## src/design/lrbp_pkg.sv

```systemverilog
// ----------------------------------------------------------------------------
// lrbp_pkg: shared types and constants of the luma to raw10 packer
// Register codes, output modes, the configuration bundle and the byte command
// that travels from the classifier to the byte serializer.
// ----------------------------------------------------------------------------
`default_nettype none

package lrbp_pkg;

  localparam int DIM_W      = 14;            // size and position fields
  localparam int ACC_W      = 2 * DIM_W + 1; // scaling accumulators
  localparam int BYTE_W     = 8;
  localparam int GRP_N      = 4;             // picks per RAW10 group
  localparam int CNT_W      = 3;             // bytes per command, up to GRP_N + 1
  localparam int CFG_IDX_W  = 3;
  localparam int CMDQ_DEPTH = 4;
  localparam int CMDQ_PTR_W = $clog2(CMDQ_DEPTH);
  localparam int CMDQ_CNT_W = $clog2(CMDQ_DEPTH + 1);

  typedef logic [DIM_W-1:0]  dim_t;
  typedef logic [ACC_W-1:0]  acc_t;
  typedef logic [BYTE_W-1:0] byte_t;

  typedef enum logic [CFG_IDX_W-1:0] {
    REG_MODE       = 3'd0,
    REG_SRC_WIDTH  = 3'd1,
    REG_SRC_HEIGHT = 3'd2,
    REG_SRC_STRIDE = 3'd3,
    REG_OUT_WIDTH  = 3'd4,
    REG_OUT_HEIGHT = 3'd5
  } cfg_reg_e;

  typedef enum logic {
    MODE_RAW_SENSOR = 1'b0,
    MODE_RAW10      = 1'b1
  } mode_e;

  typedef struct packed {
    mode_e mode;
    dim_t  src_width;
    dim_t  src_height;
    dim_t  src_stride;
    dim_t  dst_width;
    dim_t  dst_height;
  } cfg_t;

  // Bytes at or above GRP_N, and unused data slots, go out as zero.
  typedef struct packed {
    byte_t [GRP_N-1:0] data;
    logic [CNT_W-1:0]  nbytes;
    logic              row_end;
    logic              frame_end;
  } cmd_t;

endpackage

`default_nettype wire

```

## src/design/luma_to_raw10_bayer_packer_top.sv

```systemverilog
// ----------------------------------------------------------------------------
// luma_to_raw10_bayer_packer_top: luma to raw byte packer with downscaling
// Nearest-neighbour downscaler that packs picked luma into RAW10 or 16-bit
// raw sensor byte streams.
// ----------------------------------------------------------------------------
// Luma bytes enter in raster order, src_stride per source row, through a
// push/full queue port; packed bytes leave through an empty/pop queue port,
// one byte per transaction, with row_end, frame_end and last flags. Output
// column x takes source column x*src_width/dst_width and output row y takes
// source row y*src_height/dst_height. In raw sensor mode every pick gives
// two bytes (luma<<2, low byte first); in RAW10 mode picks are grouped by
// four and sent as four bytes plus a zero byte, a short group at row end as
// n bytes plus a zero byte. Rate: the classifier takes one item per cycle
// while the command queue is not full, and the serializer sends one byte
// per cycle while the output register is free or popped. A four-entry
// command queue between the two absorbs bursts. Configuration is written
// over the cfg channel, always ready; the user must write it only while the
// block is idle, which the block itself does not enforce.
// ----------------------------------------------------------------------------
`default_nettype none

module luma_to_raw10_bayer_packer_top
  import lrbp_pkg::*;
#(
  parameter int MAX_WIDTH  = 8192,
  parameter int MAX_HEIGHT = 8192
) (
  input  wire logic                 clk,
  input  wire logic                 rst,
  // input queue side
  input  wire logic                 push,
  output logic                      full,
  input  wire logic [BYTE_W-1:0]    luma,
  // result queue side
  output logic                      empty,
  input  wire logic                 pop,
  output logic [BYTE_W-1:0]         out_byte,
  output logic                      row_end,
  output logic                      frame_end,
  output logic                      last,
  // configuration write channel
  input  wire logic                 cfg_valid,
  output logic                      cfg_ready,
  input  wire logic [CFG_IDX_W-1:0] cfg_index,
  input  wire logic [DIM_W-1:0]     cfg_data
);

  cfg_t cfg;
  logic accept;
  logic cmd_valid, q_not_empty, q_pop;
  cmd_t cmd, q_head;

  // Registers take every write at once.
  assign cfg_ready = 1'b1;
  assign accept    = push && !full;

  always_ff @(posedge clk) begin
    if (rst) begin
      cfg.mode       <= MODE_RAW10;
      cfg.src_width  <= dim_t'(640);
      cfg.src_height <= dim_t'(480);
      cfg.src_stride <= dim_t'(640);
      cfg.dst_width  <= dim_t'(640);
      cfg.dst_height <= dim_t'(480);
    end else if (cfg_valid && cfg_ready) begin
      unique case (cfg_index)
        REG_MODE:       cfg.mode       <= mode_e'(cfg_data[0]);
        REG_SRC_WIDTH:  cfg.src_width  <= cfg_data;
        REG_SRC_HEIGHT: cfg.src_height <= cfg_data;
        REG_SRC_STRIDE: cfg.src_stride <= cfg_data;
        REG_OUT_WIDTH:  cfg.dst_width  <= cfg_data;
        REG_OUT_HEIGHT: cfg.dst_height <= cfg_data;
        default: ;  // drop writes to unknown indexes
      endcase
    end
  end

  // Front: classify each accepted item and build its byte command.
  lrbp_front #(
    .MAX_WIDTH  (MAX_WIDTH),
    .MAX_HEIGHT (MAX_HEIGHT)
  ) u_front (
    .clk        (clk),
    .rst        (rst),
    .cfg        (cfg),
    .item_valid (accept),
    .luma       (luma),
    .cmd_valid  (cmd_valid),
    .cmd        (cmd)
  );

  // Hold commands until the serializer drains them; full back-pressures input.
  lrbp_cmd_queue u_queue (
    .clk       (clk),
    .rst       (rst),
    .wr_en     (cmd_valid),
    .wr_cmd    (cmd),
    .rd_en     (q_pop),
    .rd_cmd    (q_head),
    .not_empty (q_not_empty),
    .full      (full)
  );

  // Back: advance one byte per cycle into the output register while it is free or popped.
  lrbp_back u_back (
    .clk        (clk),
    .rst        (rst),
    .head       (q_head),
    .head_valid (q_not_empty),
    .head_pop   (q_pop),
    .pop        (pop),
    .empty      (empty),
    .out_byte   (out_byte),
    .row_end    (row_end),
    .frame_end  (frame_end),
    .last       (last)
  );

endmodule

`default_nettype wire

```

## src/design/lrbp_front.sv

```systemverilog
// ----------------------------------------------------------------------------
// lrbp_front: position tracking and pick classification
// Track source and output positions, decide nearest-neighbour picks with
// addition-only accumulators; one command per raw pick or RAW10 group flush.
// ----------------------------------------------------------------------------
`default_nettype none

module lrbp_front
  import lrbp_pkg::*;
#(
  parameter int MAX_WIDTH  = 8192,
  parameter int MAX_HEIGHT = 8192
) (
  input  wire logic  clk,
  input  wire logic  rst,
  input  wire cfg_t  cfg,
  input  wire logic  item_valid,
  input  wire byte_t luma,
  output logic       cmd_valid,
  output cmd_t       cmd
);

  function automatic dim_t dim_clamp(input dim_t v, input int max_v);
    dim_t r;
    if (v == '0) begin
      r = dim_t'(1);
    end else if (32'(v) > max_v) begin
      r = dim_t'(max_v);
    end else begin
      r = v;
    end
    return r;
  endfunction

  dim_t src_col, src_row, out_col, out_row;
  acc_t col_base, col_target, row_base, row_target;
  byte_t [GRP_N-1:0] group_bytes;
  logic [CNT_W-1:0] group_fill;

  dim_t sw, sh, st, ow, oh, ow_c, oh_c;
  logic col_in, col_pick, row_pick, emit, flush, row_done, frame_done;
  logic re, fe;
  logic [DIM_W:0] out_col_inc, out_row_inc;
  logic [CNT_W-1:0] fill_inc;
  byte_t [GRP_N-1:0] grp_next;

  always_comb begin
    sw   = dim_clamp(cfg.src_width, MAX_WIDTH);
    sh   = dim_clamp(cfg.src_height, MAX_HEIGHT);
    st   = (cfg.src_stride < sw) ? sw : cfg.src_stride;
    ow_c = dim_clamp(cfg.dst_width, MAX_WIDTH);
    oh_c = dim_clamp(cfg.dst_height, MAX_HEIGHT);
    ow   = (ow_c > sw) ? sw : ow_c;
    oh   = (oh_c > sh) ? sh : oh_c;

    col_in   = src_col < sw;
    col_pick = col_in && (out_col < ow) && (col_target < col_base + ACC_W'(ow));
    row_pick = (out_row < oh) && (row_target < row_base + ACC_W'(oh));
    emit     = col_pick && row_pick;

    out_col_inc = {1'b0, out_col} + 1'b1;
    out_row_inc = {1'b0, out_row} + 1'b1;
    re = out_col_inc >= {1'b0, ow};
    fe = re && (out_row_inc >= {1'b0, oh});

    grp_next = group_bytes;
    grp_next[group_fill[1:0]] = luma;
    fill_inc = group_fill + 1'b1;
    flush    = (fill_inc >= CNT_W'(GRP_N)) || re;

    row_done   = ({1'b0, src_col} + 1'b1) >= {1'b0, st};
    frame_done = ({1'b0, src_row} + 1'b1) >= {1'b0, sh};

    cmd.row_end   = re;
    cmd.frame_end = fe;
    cmd.data      = '0;
    if (cfg.mode == MODE_RAW_SENSOR) begin
      cmd.data[0] = {luma[5:0], 2'b00};
      cmd.data[1] = {6'b0, luma[7:6]};
      cmd.nbytes  = CNT_W'(2);
    end else begin
      for (int i = 0; i < GRP_N; i++) begin
        if (CNT_W'(i) < fill_inc) begin
          cmd.data[i] = grp_next[i];
        end
      end
      cmd.nbytes = fill_inc + 1'b1;
    end
    cmd_valid = item_valid && emit && ((cfg.mode == MODE_RAW_SENSOR) || flush);
  end

  // Group storage holds payload only; entries past the fill are never shown.
  always_ff @(posedge clk) begin
    if (item_valid && emit && (cfg.mode == MODE_RAW10)) begin
      group_bytes <= grp_next;
    end
  end

  always_ff @(posedge clk) begin
    if (rst) begin
      src_col    <= '0;
      src_row    <= '0;
      out_col    <= '0;
      out_row    <= '0;
      col_base   <= '0;
      col_target <= '0;
      row_base   <= '0;
      row_target <= '0;
      group_fill <= '0;
    end else if (item_valid) begin
      if (col_in) begin
        if (col_pick) begin
          out_col    <= out_col_inc[DIM_W-1:0];
          col_target <= col_target + ACC_W'(sw);
        end
        col_base <= col_base + ACC_W'(ow);
      end
      if (emit && (cfg.mode == MODE_RAW10)) begin
        group_fill <= flush ? '0 : fill_inc;
      end
      if (row_done) begin
        src_col    <= '0;
        out_col    <= '0;
        col_base   <= '0;
        col_target <= '0;
        group_fill <= '0;
        if (frame_done) begin
          src_row    <= '0;
          out_row    <= '0;
          row_base   <= '0;
          row_target <= '0;
        end else begin
          src_row  <= src_row + 1'b1;
          row_base <= row_base + ACC_W'(oh);
          if (row_pick) begin
            out_row    <= out_row_inc[DIM_W-1:0];
            row_target <= row_target + ACC_W'(sh);
          end
        end
      end else begin
        src_col <= src_col + 1'b1;
      end
    end
  end

endmodule

`default_nettype wire

```

## src/design/lrbp_cmd_queue.sv

```systemverilog
// ----------------------------------------------------------------------------
// lrbp_cmd_queue: short command queue
// Decouple the classifier from the byte serializer.
// ----------------------------------------------------------------------------
`default_nettype none

module lrbp_cmd_queue
  import lrbp_pkg::*;
(
  input  wire logic clk,
  input  wire logic rst,
  input  wire logic wr_en,
  input  wire cmd_t wr_cmd,
  input  wire logic rd_en,
  output cmd_t      rd_cmd,
  output logic      not_empty,
  output logic      full
);

  cmd_t entries [CMDQ_DEPTH];
  logic [CMDQ_PTR_W-1:0] wr_ptr, rd_ptr;
  logic [CMDQ_CNT_W-1:0] count;

  assign rd_cmd    = entries[rd_ptr];
  assign not_empty = count != '0;
  assign full      = count == CMDQ_CNT_W'(CMDQ_DEPTH);

  always_ff @(posedge clk) begin
    if (wr_en) begin
      entries[wr_ptr] <= wr_cmd;
    end
  end

  always_ff @(posedge clk) begin
    if (rst) begin
      wr_ptr <= '0;
      rd_ptr <= '0;
      count  <= '0;
    end else begin
      if (wr_en) begin
        wr_ptr <= wr_ptr + 1'b1;
      end
      if (rd_en) begin
        rd_ptr <= rd_ptr + 1'b1;
      end
      if (wr_en && !rd_en) begin
        count <= count + 1'b1;
      end else if (rd_en && !wr_en) begin
        count <= count - 1'b1;
      end
    end
  end

endmodule

`default_nettype wire

```

## src/design/lrbp_back.sv

```systemverilog
// ----------------------------------------------------------------------------
// lrbp_back: byte serializer
// Walk the head command out one byte per cycle while the output slot is free.
// ----------------------------------------------------------------------------
`default_nettype none

module lrbp_back
  import lrbp_pkg::*;
(
  input  wire logic clk,
  input  wire logic rst,
  input  wire cmd_t head,
  input  wire logic head_valid,
  output logic      head_pop,
  input  wire logic pop,
  output logic      empty,
  output byte_t     out_byte,
  output logic      row_end,
  output logic      frame_end,
  output logic      last
);

  logic [CNT_W-1:0] idx;
  logic out_valid, slot_free, load, is_last;
  byte_t byte_sel;

  always_comb begin
    slot_free = !out_valid || pop;
    load      = slot_free && head_valid;
    is_last   = idx == (head.nbytes - 1'b1);
    byte_sel  = (idx < CNT_W'(GRP_N)) ? head.data[idx[1:0]] : '0;
    head_pop  = load && is_last;
  end

  assign empty = !out_valid;

  always_ff @(posedge clk) begin
    if (load) begin
      out_byte  <= byte_sel;
      row_end   <= is_last && head.row_end;
      frame_end <= is_last && head.frame_end;
      last      <= is_last;
    end
  end

  always_ff @(posedge clk) begin
    if (rst) begin
      idx       <= '0;
      out_valid <= 1'b0;
    end else begin
      if (load) begin
        idx       <= is_last ? '0 : idx + 1'b1;
        out_valid <= 1'b1;
      end else if (pop) begin
        out_valid <= 1'b0;
      end
    end
  end

endmodule

`default_nettype wire
```

## config.mk

```make
export PLATFORM = sky130hd
export DESIGN_NAME = luma_to_raw10_bayer_packer_top
export DESIGN_NICKNAME = d
export VERILOG_FILES = /design/src/design/lrbp_pkg.sv /design/src/design/luma_to_raw10_bayer_packer_top.sv /design/src/design/lrbp_front.sv /design/src/design/lrbp_cmd_queue.sv /design/src/design/lrbp_back.sv
export SDC_FILE = /design/constraint.sdc
export NUM_CORES = 1
export LEC_CHECK = 0
export BUFFER_PORTS_ARGS = -buffer_cell sky130_fd_sc_hd__buf_4
export CELL_PAD_IN_SITES_DETAIL_PLACEMENT = 0
export CELL_PAD_IN_SITES_GLOBAL_PLACEMENT = 1
export CORE_MARGIN = 3
export CORE_UTILIZATION = 55
export CTS_BUF_LIST = sky130_fd_sc_hd__clkbuf_16
export CTS_CLUSTER_DIAMETER = 30
export DETAILED_ROUTE_END_ITERATION = 6
export HOLD_SLACK_MARGIN = 0.05
export PLACE_DENSITY_LB_ADDON = 0.08
export SLEW_MARGIN = 20
export SYNTH_ARGS = -nofsm -noshare
export SYNTH_HDL_FRONTEND = slang
export SYNTH_SLANG_ARGS = --single-unit
```

## constraint.sdc

```tcl
create_clock -name clk -period 23.8 [get_ports clk]
set_input_delay 4.76 -clock clk [delete_from_list [all_inputs] [get_ports clk]]
set_output_delay 4.76 -clock clk [all_outputs]
set_load 0.005 [all_outputs]
```

# == Yosys cells after proc, flatten, opt, wreduce, memory -nomap -nowiden ==
# Memory sizes are Yosys's and may differ from the RTL's. A register that Yosys moved wholly into a read port is not among the register bits.
# Index checks and enable logic that the tools add are counted.
# totals
ram_bits,148
n_memories,1
latchBits,0
wordCells,176
ff_bits,300
romBits,0
# classes
n_eq_ne,7
n_mul,0
reduce_logical,47
bitwise_logic,1
muxes,49
shift,0
div_mod_pow,0
n_addsub,18
order_cmp,25
# mem_list
name,depth,width,rd,rd_ports_with_merged_regs,write_ports,line,source
u_queue.entries,4,37,1,1,1,lrbp_cmd_queue.sv:20,cmd_t entries [CMDQ_DEPTH];
# ops
operator,count
14-bit 2-to-1 mux,18
29-bit 2-to-1 mux,8
29-bit by 14-bit adder with 29-bit output,4
"14-bit by 1-bit adder with 15-bit output, second input constant",4
15-bit by 14-bit >= comparator with 1-bit output,4
29-bit less-than comparator,2
"14-bit > comparator, second input constant",4
14-bit zero test,4
14-bit less-than comparator,4
8-bit 2-to-1 mux,6
32-bit bitwise mux,1
"14-bit by 1-bit adder with 14-bit output, second input constant",2
14-bit > comparator,2
19-bit 2-to-1 mux,1
3-bit 2-to-1 mux,6
2-bit AND reduction,9
1-bit logical AND,17
8-bit binary-select mux with 2-bit select,1
8-bit demux with 2-bit select,1
16-bit 2-to-1 mux,1
"3-bit by 1-bit adder with 3-bit output, second input constant",4
2-bit nonzero test,6
"3-bit equality test, second input constant",3
"3-bit by 2-bit equality test with 1-bit output, second input constant",2
18 further kinds,33

# == Longest topological paths before layout ==
# Gate-level depths: netlist (run 1).
# depth
word_depth,15
mapped_depth,40
ltp_nobuf,38

# == Modules after synthesis ==
# A second synthesis (run 1) with hierarchy kept.
# hier_totals
hier_cells,2683
hier_area_um2,27488.9
# modules_own_cells
module,n_inst,area_each_um2,cells_each
lrbp_front,1,17969.7,2124
lrbp_cmd_queue,1,5825.6,237
luma_to_raw10_bayer_packer_top,1,2849.0,261
lrbp_back,1,844.6,61

# == Worst setup path after synthesis (run 1) ==
# OpenSTA, ideal clock, no wires.
# synth_timing
path_type,reg2reg
from,"register, netlist name cfg[69]"
to,memory u_queue.entries[0][0] in the netlist's numbering (enable)
setup_slack_ps,15938
n_path_buf,4
required_time_ps,23402
path_stages_with_launch,35
t_arrival_ps,7464
setup_ps,398
cell_sequence,dfxtp_1 > buf_6 > nor2b_1 > inv_1 > ha_1 > nor2b_1 > o21a_1 > o21a_1 > o21a_1 > o21ai_0 > nand2b_1 > a21oi_1 > a41oi_1 > buf_2 > mux2_2 > ha_1 > o21ai_0 > a211oi_1 > o41ai_1 > a21boi_0 > o31ai_1 > a21oi_1 > clkbuf_1 > nand3_1 > xor2_1 > ha_1 > a21oi_1 > nand2_1 > a221oi_1 > nand4_1 > a31oi_2 > and2_1 > o311a_1 > buf_2 > and2_1
# synth_via
elab_chain_len,13
word_cells_on_any_way,20
classes_between,add/sub: 1; order compare: 6; mux: 5; reduce/logical: 8
# synth_rtl
item,line,source
14-bit > comparator,lrbp_front.sv:27,end else if (32'(v) > max_v) begin
14-bit 2-to-1 mux,lrbp_front.sv:27,
14-bit 2-to-1 mux (*),lrbp_front.sv:25,if (v == '0) begin
14-bit > comparator,lrbp_front.sv:53,ow = (ow_c > sw) ? sw : ow_c;
14-bit 2-to-1 mux,lrbp_front.sv:53,
29-bit by 14-bit adder with 29-bit output or 14-bit less-than comparator (tied branches),lrbp_front.sv:57,col_pick = col_in && (out_col < ow) && (col_target < col_base + ACC_W'(ow));
29-bit less-than comparator or 1-bit logical AND (tied branches),lrbp_front.sv:57,
1-bit logical AND,lrbp_front.sv:57,
1-bit logical AND,lrbp_front.sv:59,emit = col_pick && row_pick;
1-bit logical AND,lrbp_front.sv:89,cmd_valid = item_valid && emit && ((cfg.mode == MODE_RAW_SENSOR) || flush);
1-bit logical AND (*),lrbp_front.sv:89,
named net cmd_valid,luma_to_raw10_bayer_packer_top.sv:50,"logic cmd_valid, q_not_empty, q_pop;"
1-bit 2-to-1 mux (*),lrbp_cmd_queue.sv:29,if (wr_en) begin
1-bit 2-to-1 mux (not written as such) (*),lrbp_cmd_queue.sv:30,entries[wr_ptr] <= wr_cmd;
end: declaration,lrbp_cmd_queue.sv:20,
# The timed path passes the listed nets; every way through them passes the cells marked *.

# == Final worst setup path (run 1) ==
# layout_timing
from,"register, netlist name cfg[69]"
to,register u_queue.count[2]
# layout_via
elab_chain_len,14
word_cells_on_any_way,23
classes_between,add/sub: 1; order compare: 6; mux: 4; reduce/logical: 12
# layout_rtl
item,line,source
14-bit > comparator,lrbp_front.sv:27,
14-bit 2-to-1 mux,lrbp_front.sv:27,
14-bit 2-to-1 mux (*),lrbp_front.sv:25,
14-bit > comparator,lrbp_front.sv:53,
14-bit 2-to-1 mux,lrbp_front.sv:53,
29-bit by 14-bit adder with 29-bit output or 14-bit less-than comparator (tied branches),lrbp_front.sv:57,
29-bit less-than comparator or 1-bit logical AND (tied branches),lrbp_front.sv:57,
1-bit logical AND,lrbp_front.sv:57,
1-bit logical AND,lrbp_front.sv:59,
1-bit logical AND,lrbp_front.sv:89,
1-bit logical AND (*),lrbp_front.sv:89,
1-bit zero test,lrbp_cmd_queue.sv:48,end else if (rd_en && !wr_en) begin
1-bit logical AND,lrbp_cmd_queue.sv:48,
2-bit nonzero test (no source line),n/a,
end signal: assignment,lrbp_cmd_queue.sv:47,count <= count + 1'b1;
end signal: assignment,lrbp_cmd_queue.sv:49,count <= count - 1'b1;
end: declaration,lrbp_cmd_queue.sv:22,logic [CMDQ_CNT_W-1:0] count;
# Every way passes the cells marked *; elsewhere a longest branch is shown, timed or not.
# A chain may end at the register's enable or synchronous reset.

==> results by group, run 1 <==
Cells and area
  – Final Cell Area: approximately 0.031 sq mm
  – Layout cells sized above 1: 12.1%
  – ANT cells: 0
  – Area Growth Syn to Fin: 16.8%
  – Nets@finish: ~3,000

Clock network
  – CTS tree: built
  – CTS sink cnt: 450
  – TritonCTS Buffers: between 100 and 150
  – # Post-CTS Setup Buffers: 0
  – Post_cts resized: 0
  – H-tree levels: 3
  – Root Driver: clkbuf_16
  – Longest Clk Path Bufs: 3
  – Worst-path clk slew: 0.05 ns
  – Skew-Pair Late Insertion Delay: 0.66 ns
  – CTS Hold Buffers Added: 0

Pwr
  – PwrDens: 92.8 mW/mm^2
  – Leak: ~13 nW
  – Worst vdd rail ir drop: around 0.067 mV

Critical path
  – WS Path Type: flop to flop
  – Reg2Reg Capture Point: u_queue.count[2]
  – Reg-to-Reg Start: cfg[69]
  – Crit path max fanout: 18
  – WP data required: approximately 24 ns
  – CP Launch Point: cfg[69]
  – CP max stage delay: approximately 0.76 ns
  – CP max stage cell: a21oi_1
  – Critical path endpoint: u_queue.count[2]
  – Crit. End Element: flop
  – R2r setup slk: roughly 14 ns
  – Crit path launch type: flop
  – Most frequent CP cell: ha_1
  – Worst R2R Path Depth: 34
  – Critical path arrival: 10.51 ns

GRT
  – Largest net degree at the start of global routing: 74
  – Vias in the first global route: about 21,000
  – GRT overflow: 0
  – Initial antenna violation count: 0
  – First-pass GRT wire length: between 100,000 and 150,000 um
  – GRT Total Usage: roughly 28%

Die
  – Die Y: around 230 um
  – Die area: approximately 0.051 sq mm
  – I/O pins: between 40 and 50
  – Core Area: approximately 0.047 sq mm
  – Die W: 226 um
  – Rows: 79
  – Initial Util: ~56%

Yosys
  – Mapped Cells: 2,714
  – EDFF count, synth: 191
  – Top_reg_cell synth: dfxtp_1
  – Ys Warns: 0
  – Average cell area after synthesis: 9.81 sq um
  – Mapped Nets: roughly 3,000
  – Sequential fraction of the synthesis area: 41.0%
  – Fraction of registers with async set/reset: 0%
  – Yosys reg bits: 450
  – Netlist cell types: 80
  – Mapped Area: approximately 0.027 sq mm

Route
  – Initial DRC count: between 1,000 and 1,500
  – Vias: approximately 21,000
  – # DRC: 0
  – DR vias/cell: 6.05
  – First-pass iteration count of the detailed router: 5
  – DR WL/cell: around 21 um
  – Post-DRT Antenna Nets: 0
  – Final wirelength: just over 70,000 um

Placement
  – Final Wtd Congestion: 0.870
  – DP Area: between 0.02 and 0.03 sq mm
  – Number of buffers added on ports: 42
  – DP HPWL: 50,600 um

Timing
  – Clk_skew: ~0.037 ns
  – Slew headroom: between 20% and 30%
  – RSZ-0062 raised after global routing: no
  – Final TNS setup: 0 ns
  – Period minus WS final: 9.94 ns
  – Final hold viol count: 0
  – Max Freq: 0.101 GHz
  – Final setup violation count: 0
  – Final period utilization: about two fifths
  – Max Slew Vio Count: 0
  – Worst-margin pin slew: around 1.2 ns

Job
  – # Max-Cap Violations: 0

Hold path
  – Hold Path Class: flop to flop

Status
  – Status: finished, final reports clean
cells in the mapped netlist, types with 8 or more instances:
master | n | area (sq um)
nand2_1 | 299 | 1120
ha_1 | 265 | 3320
dfxtp_1 | 259 | 5180
nor2_1 | 205 | 769
a21oi_1 | 197 | 986
edfxtp_1 | 191 | 5740
o21ai_0 | 117 | 586
inv_1 | 84 | 315
clkbuf_1 | 82 | 308
xnor2_1 | 82 | 718
xor2_1 | 79 | 692
nand3_1 | 75 | 375
nor2b_1 | 72 | 450
and3_1 | 49 | 307
mux4_2 | 45 | 1010
nand4_1 | 44 | 275
a21o_1 | 43 | 323
mux2i_1 | 43 | 430
nor3_1 | 39 | 195
a22o_1 | 36 | 315
mux2_2 | 36 | 405
o21a_1 | 26 | 195
a22oi_1 | 25 | 188
o31ai_1 | 24 | 180
and2_1 | 23 | 144
buf_2 | 20 | 100
a31oi_1 | 19 | 119
nand2b_1 | 19 | 119
or3_1 | 18 | 113
nor4_1 | 17 | 106
a211oi_1 | 16 | 120
a2bb2oi_1 | 16 | 140
nand3b_1 | 10 | 75.1
o211ai_1 | 10 | 75.1
a21boi_0 | 8 | 60.1
and4_1 | 8 | 70.1
logic make-up after synthesis:
group | count (synthesis) | synth area share [%]
and+or+nand+nor | 911 | 16.6
DFF | 450 | 41.0
other | 1 | 0.0141
AOI/OAI and AO/OA | 598 | 14.3
buffers and inverters | 196 | 2.90
adders and majority gates | 270 | 12.8
muxes | 127 | 7.07
xor gates and xnor gates | 161 | 5.30
layout make-up:
type | instances | area (sq um)
Clock buffer | 104 | 2600
Fill cell | 3697 | 16100
Tap cell | 607 | 759
Inverter | 85 | 319
Sequential cell | 450 | 10900
Timing Repair Buffer | 59 | 443
Multi-Input combinational cell | 2068 | 15000
Clock inverter | 88 | 1070
power breakdown:
group | internal [mW] | total [mW] | switching (mW)
Clock | 0.996 | 1.48 | 0.481
Combinational | 0.174 | 0.462 | 0.288
Sequential | 0.913 | 0.944 | 0.0312
Total | 2.08 | 2.88 | 0.800
critical path: cells and delay by family (launching register included):
kind                     cells  cell delay (ns)
AND/OR/NAND/NOR              8             2.24
buffers and inverters        2             0.29
AO/OA/AOI/OAI               16             4.31
multiplexers                 1             0.43
XOR/XNOR                     2             0.42
adder cells (fa/ha/maj)      5             1.63
flip-flops                   1             0.58
routing by layer:
| metal | routed length (um) | track usage (%) |
|---|---|---|
| met1 | 31200 | 37.2 |
| met2 | 33800 | 46.8 |
| met3 | 4150 | 5.02 |
| met4 | 2440 | 11.0 |
| met5 | 0 | 0 |
how the worst min path moves through the flow:
stage,startpoint,endpoint,slack (ns),cells after the start
final,u_front.row_base[13],u_front.row_base[13],0.47,2
after global routing,cfg[53],cfg[53],0.49,2
after floorplan,u_front.col_base[13],u_front.col_base[13],0.43,2
after detailed placement,u_front.row_base[13],u_front.row_base[13],0.46,2
after global placement,u_front.col_base[13],u_front.col_base[13],0.45,2
after CTS,cfg[42],cfg[42],0.47,2
registers in the layout, summed over array words and instances, names as in the netlist, 14 cells and up, named ones only:
name                 count
u_front.row_base        29
u_front.out_row         14
u_front.src_row         14
u_front.out_col         14
u_front.col_base        29
u_front.col_target      29
u_front.group_bytes     32
cfg                     71
u_front.src_col         14
u_front.row_target      29
u_queue.entries        148
cells in the final DEF, fill, tap and decap left out, types with 25 or more instances in the layout:
cell / synthesis / layout
inv_1: 84 / 92
xor2_1: 79 / 79
mux2i_1: 43 / 43
nor2b_1: 72 / 72
nand4_1: 44 / 44
dfxtp_1: 259 / 258
o21a_1: 26 / 26
o21ai_0: 117 / 117
edfxtp_1: 191 / 191
nand2_1: 299 / 299
a21o_1: 43 / 43
mux2_2: 36 / 36
a22o_1: 36 / 36
mux4_2: 45 / 45
xnor2_1: 82 / 82
clkbuf_16: 0 / 104
a21oi_1: 197 / 195
and3_1: 49 / 49
a22oi_1: 25 / 25
nand3_1: 75 / 75
nor2_1: 205 / 204
ha_1: 265 / 265
buf_4: 1 / 59
nor3_1: 39 / 39
metrics by stage:
| step | utilization [%] | instances | setup WS [ns] | hold WS, ns | power, mW |
|---|---|---|---|---|---|
| 3_5_place_dp | 58.1 | 3269 | 14.00 | 0.455 | 1.41 |
| 2_1_floorplan | - | 2714 | 15.94 | 0.432 | 1.26 |
| 5_1_grt | 65.9 | 3461 | 13.27 | 0.491 | 2.99 |
| 4_1_cts | 65.9 | 3461 | 13.91 | 0.472 | 2.90 |
| 6_report | 65.9 | 3461 | 13.86 | 0.469 | 2.88 |
| 3_3_place_gp | 58.1 | 3269 | 14.13 | 0.446 | 1.39 |
Note: power is estimated with default switching activity, not from simulation.
==> run 2, diff against run 1 <==
--- a/config.mk
+++ b/config.mk
@@ -9,7 +9,7 @@
 export CELL_PAD_IN_SITES_DETAIL_PLACEMENT = 0
 export CELL_PAD_IN_SITES_GLOBAL_PLACEMENT = 1
 export CORE_MARGIN = 3
-export CORE_UTILIZATION = 55
+export CORE_UTILIZATION = 51
 export CTS_BUF_LIST = sky130_fd_sc_hd__clkbuf_16
 export CTS_CLUSTER_DIAMETER = 30
 export DETAILED_ROUTE_END_ITERATION = 6
==> constraint.sdc (replaced) <==
create_clock -name clk -period 9.9 [get_ports clk]
set_input_delay 1.98 -clock clk [delete_from_list [all_inputs] [get_ports clk]]
set_output_delay 1.98 -clock clk [all_outputs]
set_load 0.005 [all_outputs]
==> run 2 against run 1 <==
  * Wire length up 0.86%
  * Combinational power is 140% higher
  * Non-clock buffer count rose by 23
  * Cell area is 2.2% higher
  * First-iteration DRC count decreased by 6.8%
  * Via count grew 0.13%
  * Highest routed layer unchanged
  * Maximum frequency grew 10%
  * Clock power rose to 2.7 times the previous value
  * Critical endpoint unchanged
  * Cell count is 3.3% higher
  * Critical path depth unchanged
==> results by group, run 2 (synthesized netlist as in run 1, its figures left out) <==
Critical path
  – Reg-to-Reg Start: cfg[69] (unchanged)
  – CP max stage cell: a21oi_2 (was a21oi_1)
  – Crit path max fanout: 18 (unchanged)
  – CP max stage delay: 0.45 ns (was 0.76 ns)
  – WS Path Type: flop to flop (unchanged)
  – Most frequent CP cell: ha_1 (unchanged)
  – Crit. End Element: flop (unchanged)
  – Critical path arrival: 9.57 ns (was 10.51 ns)
  – WP data required: 10.45 ns (was 24.36 ns)
  – CP Launch Point: cfg[69] (unchanged)
  – Crit path launch type: flop (unchanged)
  – Worst R2R Path Depth: 34 (unchanged)

Die
  – Die W: 234 um (was 226 um)
  – Core Area: 0.0515 sq mm (was 0.0471 sq mm)
  – Die area: 0.0550 sq mm (was 0.0511 sq mm)
  – Die Y: 234 um (was 226 um)
  – Rows: 83 (was 79)
  – Initial Util: 51.7% (was 56.5%)
  – I/O pins: 44 (unchanged)

Timing
  – Final worst slack: 0.876 ns (was 13.86 ns)
  – Period minus WS final: 9.02 ns (was 9.94 ns)
  – Final hold viol count: 0 (unchanged)
  – Clk_skew: 0.0414 ns (was 0.0373 ns)
  – Max Freq: 0.111 GHz (was 0.101 GHz)
  – Worst-margin pin slew: 1.19 ns (was 1.17 ns)
  – Slew headroom: 20.7% (was 21.8%)
  – Worst hold slack: 0.463 ns (was 0.469 ns)
  – Final setup violation count: 0 (unchanged)
  – Max Slew Vio Count: 0 (unchanged)
  – Final TNS setup: 0 ns (unchanged)
  – RSZ-0062 raised after global routing: no (unchanged)
  – Final period utilization: 91.1% (was 41.8%)

Cells and area
  – Multi-input logic area: 0.0150 sq mm (about the same)
  – Top Registers: u_queue.entries: 148 flops, cfg: 71 flops, u_front.group_bytes: 32 flops (unchanged)
  – Nets@finish: 3,097 (was 3,067)
  – Final design utilization: 61.7% (was 65.9%)
  – ANT cells: 0 (unchanged)
  – Register Area: 0.0109 sq mm (unchanged)
  – Non-Filler Instances: 3,575 (was 3,461)
  – Final Cell Area: 0.0318 sq mm (was 0.0311 sq mm)
  – Reg with most FFs: u_queue.entries (unchanged)
  – Area Growth Syn to Fin: 19.4% (was 16.8%)
  – Commonest non-fill, non-tap cell in the layout: nand2_1 (unchanged)
  – Most frequent cells in the layout: nand2_1, ha_1, dfxtp_1, nor2_1, a21oi_1 (unchanged)
  – Max reg flops: 148 (unchanged)
  – Layout cells sized above 1: 13.5% (was 12.1%)
  – Filler cell count in the final layout: 4,324 (was 3,697)

Clock network
  – Worst-path clk slew: 0.05 ns (about the same)
  – TritonCTS Buffers: 110 (was 103)
  – Longest Clk Path Bufs: 3 (unchanged)
  – CTS sink cnt: 450 (unchanged)
  – # Post-CTS Setup Buffers: 0 (unchanged)
  – Root Driver: clkbuf_16 (unchanged)
  – CTS Hold Buffers Added: 0 (unchanged)
  – CTS tree: built (unchanged)
  – H-tree levels: 3 (unchanged)
  – Skew-Pair Late Insertion Delay: 0.66 ns (about the same)

Route
  – Initial DRC count: 1,381 (was 1,482)
  – # DRC: 0 (unchanged)
  – DR vias/cell: 5.86 (was 6.05)
  – First-pass iteration count of the detailed router: 5 (unchanged)
  – Vias: 21,000 (was 20,900)
  – DR WL/cell: 20.2 um (was 20.7 um)
  – Final wirelength: 72,200 um (was 71,600 um)
  – Post-DRT Antenna Nets: 0 (unchanged)

Hold path
  – Worst hold start: cfg[51] (was u_front.row_base[13])
  – Hold Path Stages: 2 (unchanged)
  – Hold Path Class: flop to flop (unchanged)

Placement
  – Final Wtd Congestion: 0.878 (was 0.870)
  – Inst Count DP: 3,365 (was 3,269)
  – DP HPWL: 51,300 um (was 50,600 um)
  – DP Area: 0.0277 sq mm (was 0.0274 sq mm)
  – Pre-CTS setup slack: 0.708 ns (was 14.00 ns)
  – Number of buffers added on ports: 42 (unchanged)

Pwr
  – Worst vdd rail ir drop: 0.136 mV (was 0.0672 mV)
  – Leak: 13.1 nW (was 12.7 nW)
  – Final Power: 7.32 mW (was 2.88 mW)
  – PwrDens: 230 mW/mm^2 (was 92.8 mW/mm^2)

GRT
  – GRT Total Usage: 26.4% (was 28.3%)
  – Largest net degree at the start of global routing: 82 (was 74)
  – Initial antenna violation count: 0 (unchanged)
  – Vias in the first global route: 20,900 (about the same)
  – First-pass GRT wire length: 114,000 um (about the same)
  – GRT overflow: 0 (unchanged)

Status
  – Status: finished, final reports clean (unchanged)

Job
  – # Max-Cap Violations: 0 (unchanged)
run 2: power by group:
group | internal (mW) | switching [mW]
combinational | 0.425 | 0.694
clock | 2.74 | 1.19
sequential | 2.19 | 0.0749
total | 5.36 | 1.96
run 2: final timing paths:
kind	to	slack, ns
setup / recovery	u_queue.count[2]	0.88
hold / removal	cfg[51]	0.46
hold reg to reg	cfg[51]	0.46
setup reg to reg	u_queue.count[2]	0.88
run 2: worst max-delay path: cells and delay by family (launching register included):
kind	cells	cell delay [ns]
AOI/OAI and AO/OA	16	3.85
and+or+nand+nor	6	1.68
adders and majority gates	5	1.55
buffers and inverters	4	0.81
muxes	1	0.38
xor gates and xnor gates	2	0.35
DFF	1	0.31
run 2: routing by layer:
metal,up-vias,part of all wire (%),GRT usage [%]
met5,-,0,0
met4,0,3.3,9.41
met3,147,4.8,4.65
met2,495,47,43.8
met1,10100,45,34.9
li1,10200,-,-
run 2: layout make-up:
class | count | area share (%)
Sequential cell | 450 | 34.4
Clock buffer | 112 | 8.82
Timing Repair Buffer | 82 | 1.94
Inverter | 85 | 1.00
Multi-Input combinational cell | 2068 | 47.1
Clock inverter | 98 | 4.09
Tap cell | 680 | 2.68
run 2: timing repair:
item                                    in CTS  in global routing
endpoints found under the setup margin       0                  1
hold endpoints to repair                     0                  0
gates resized for setup                      0                  1
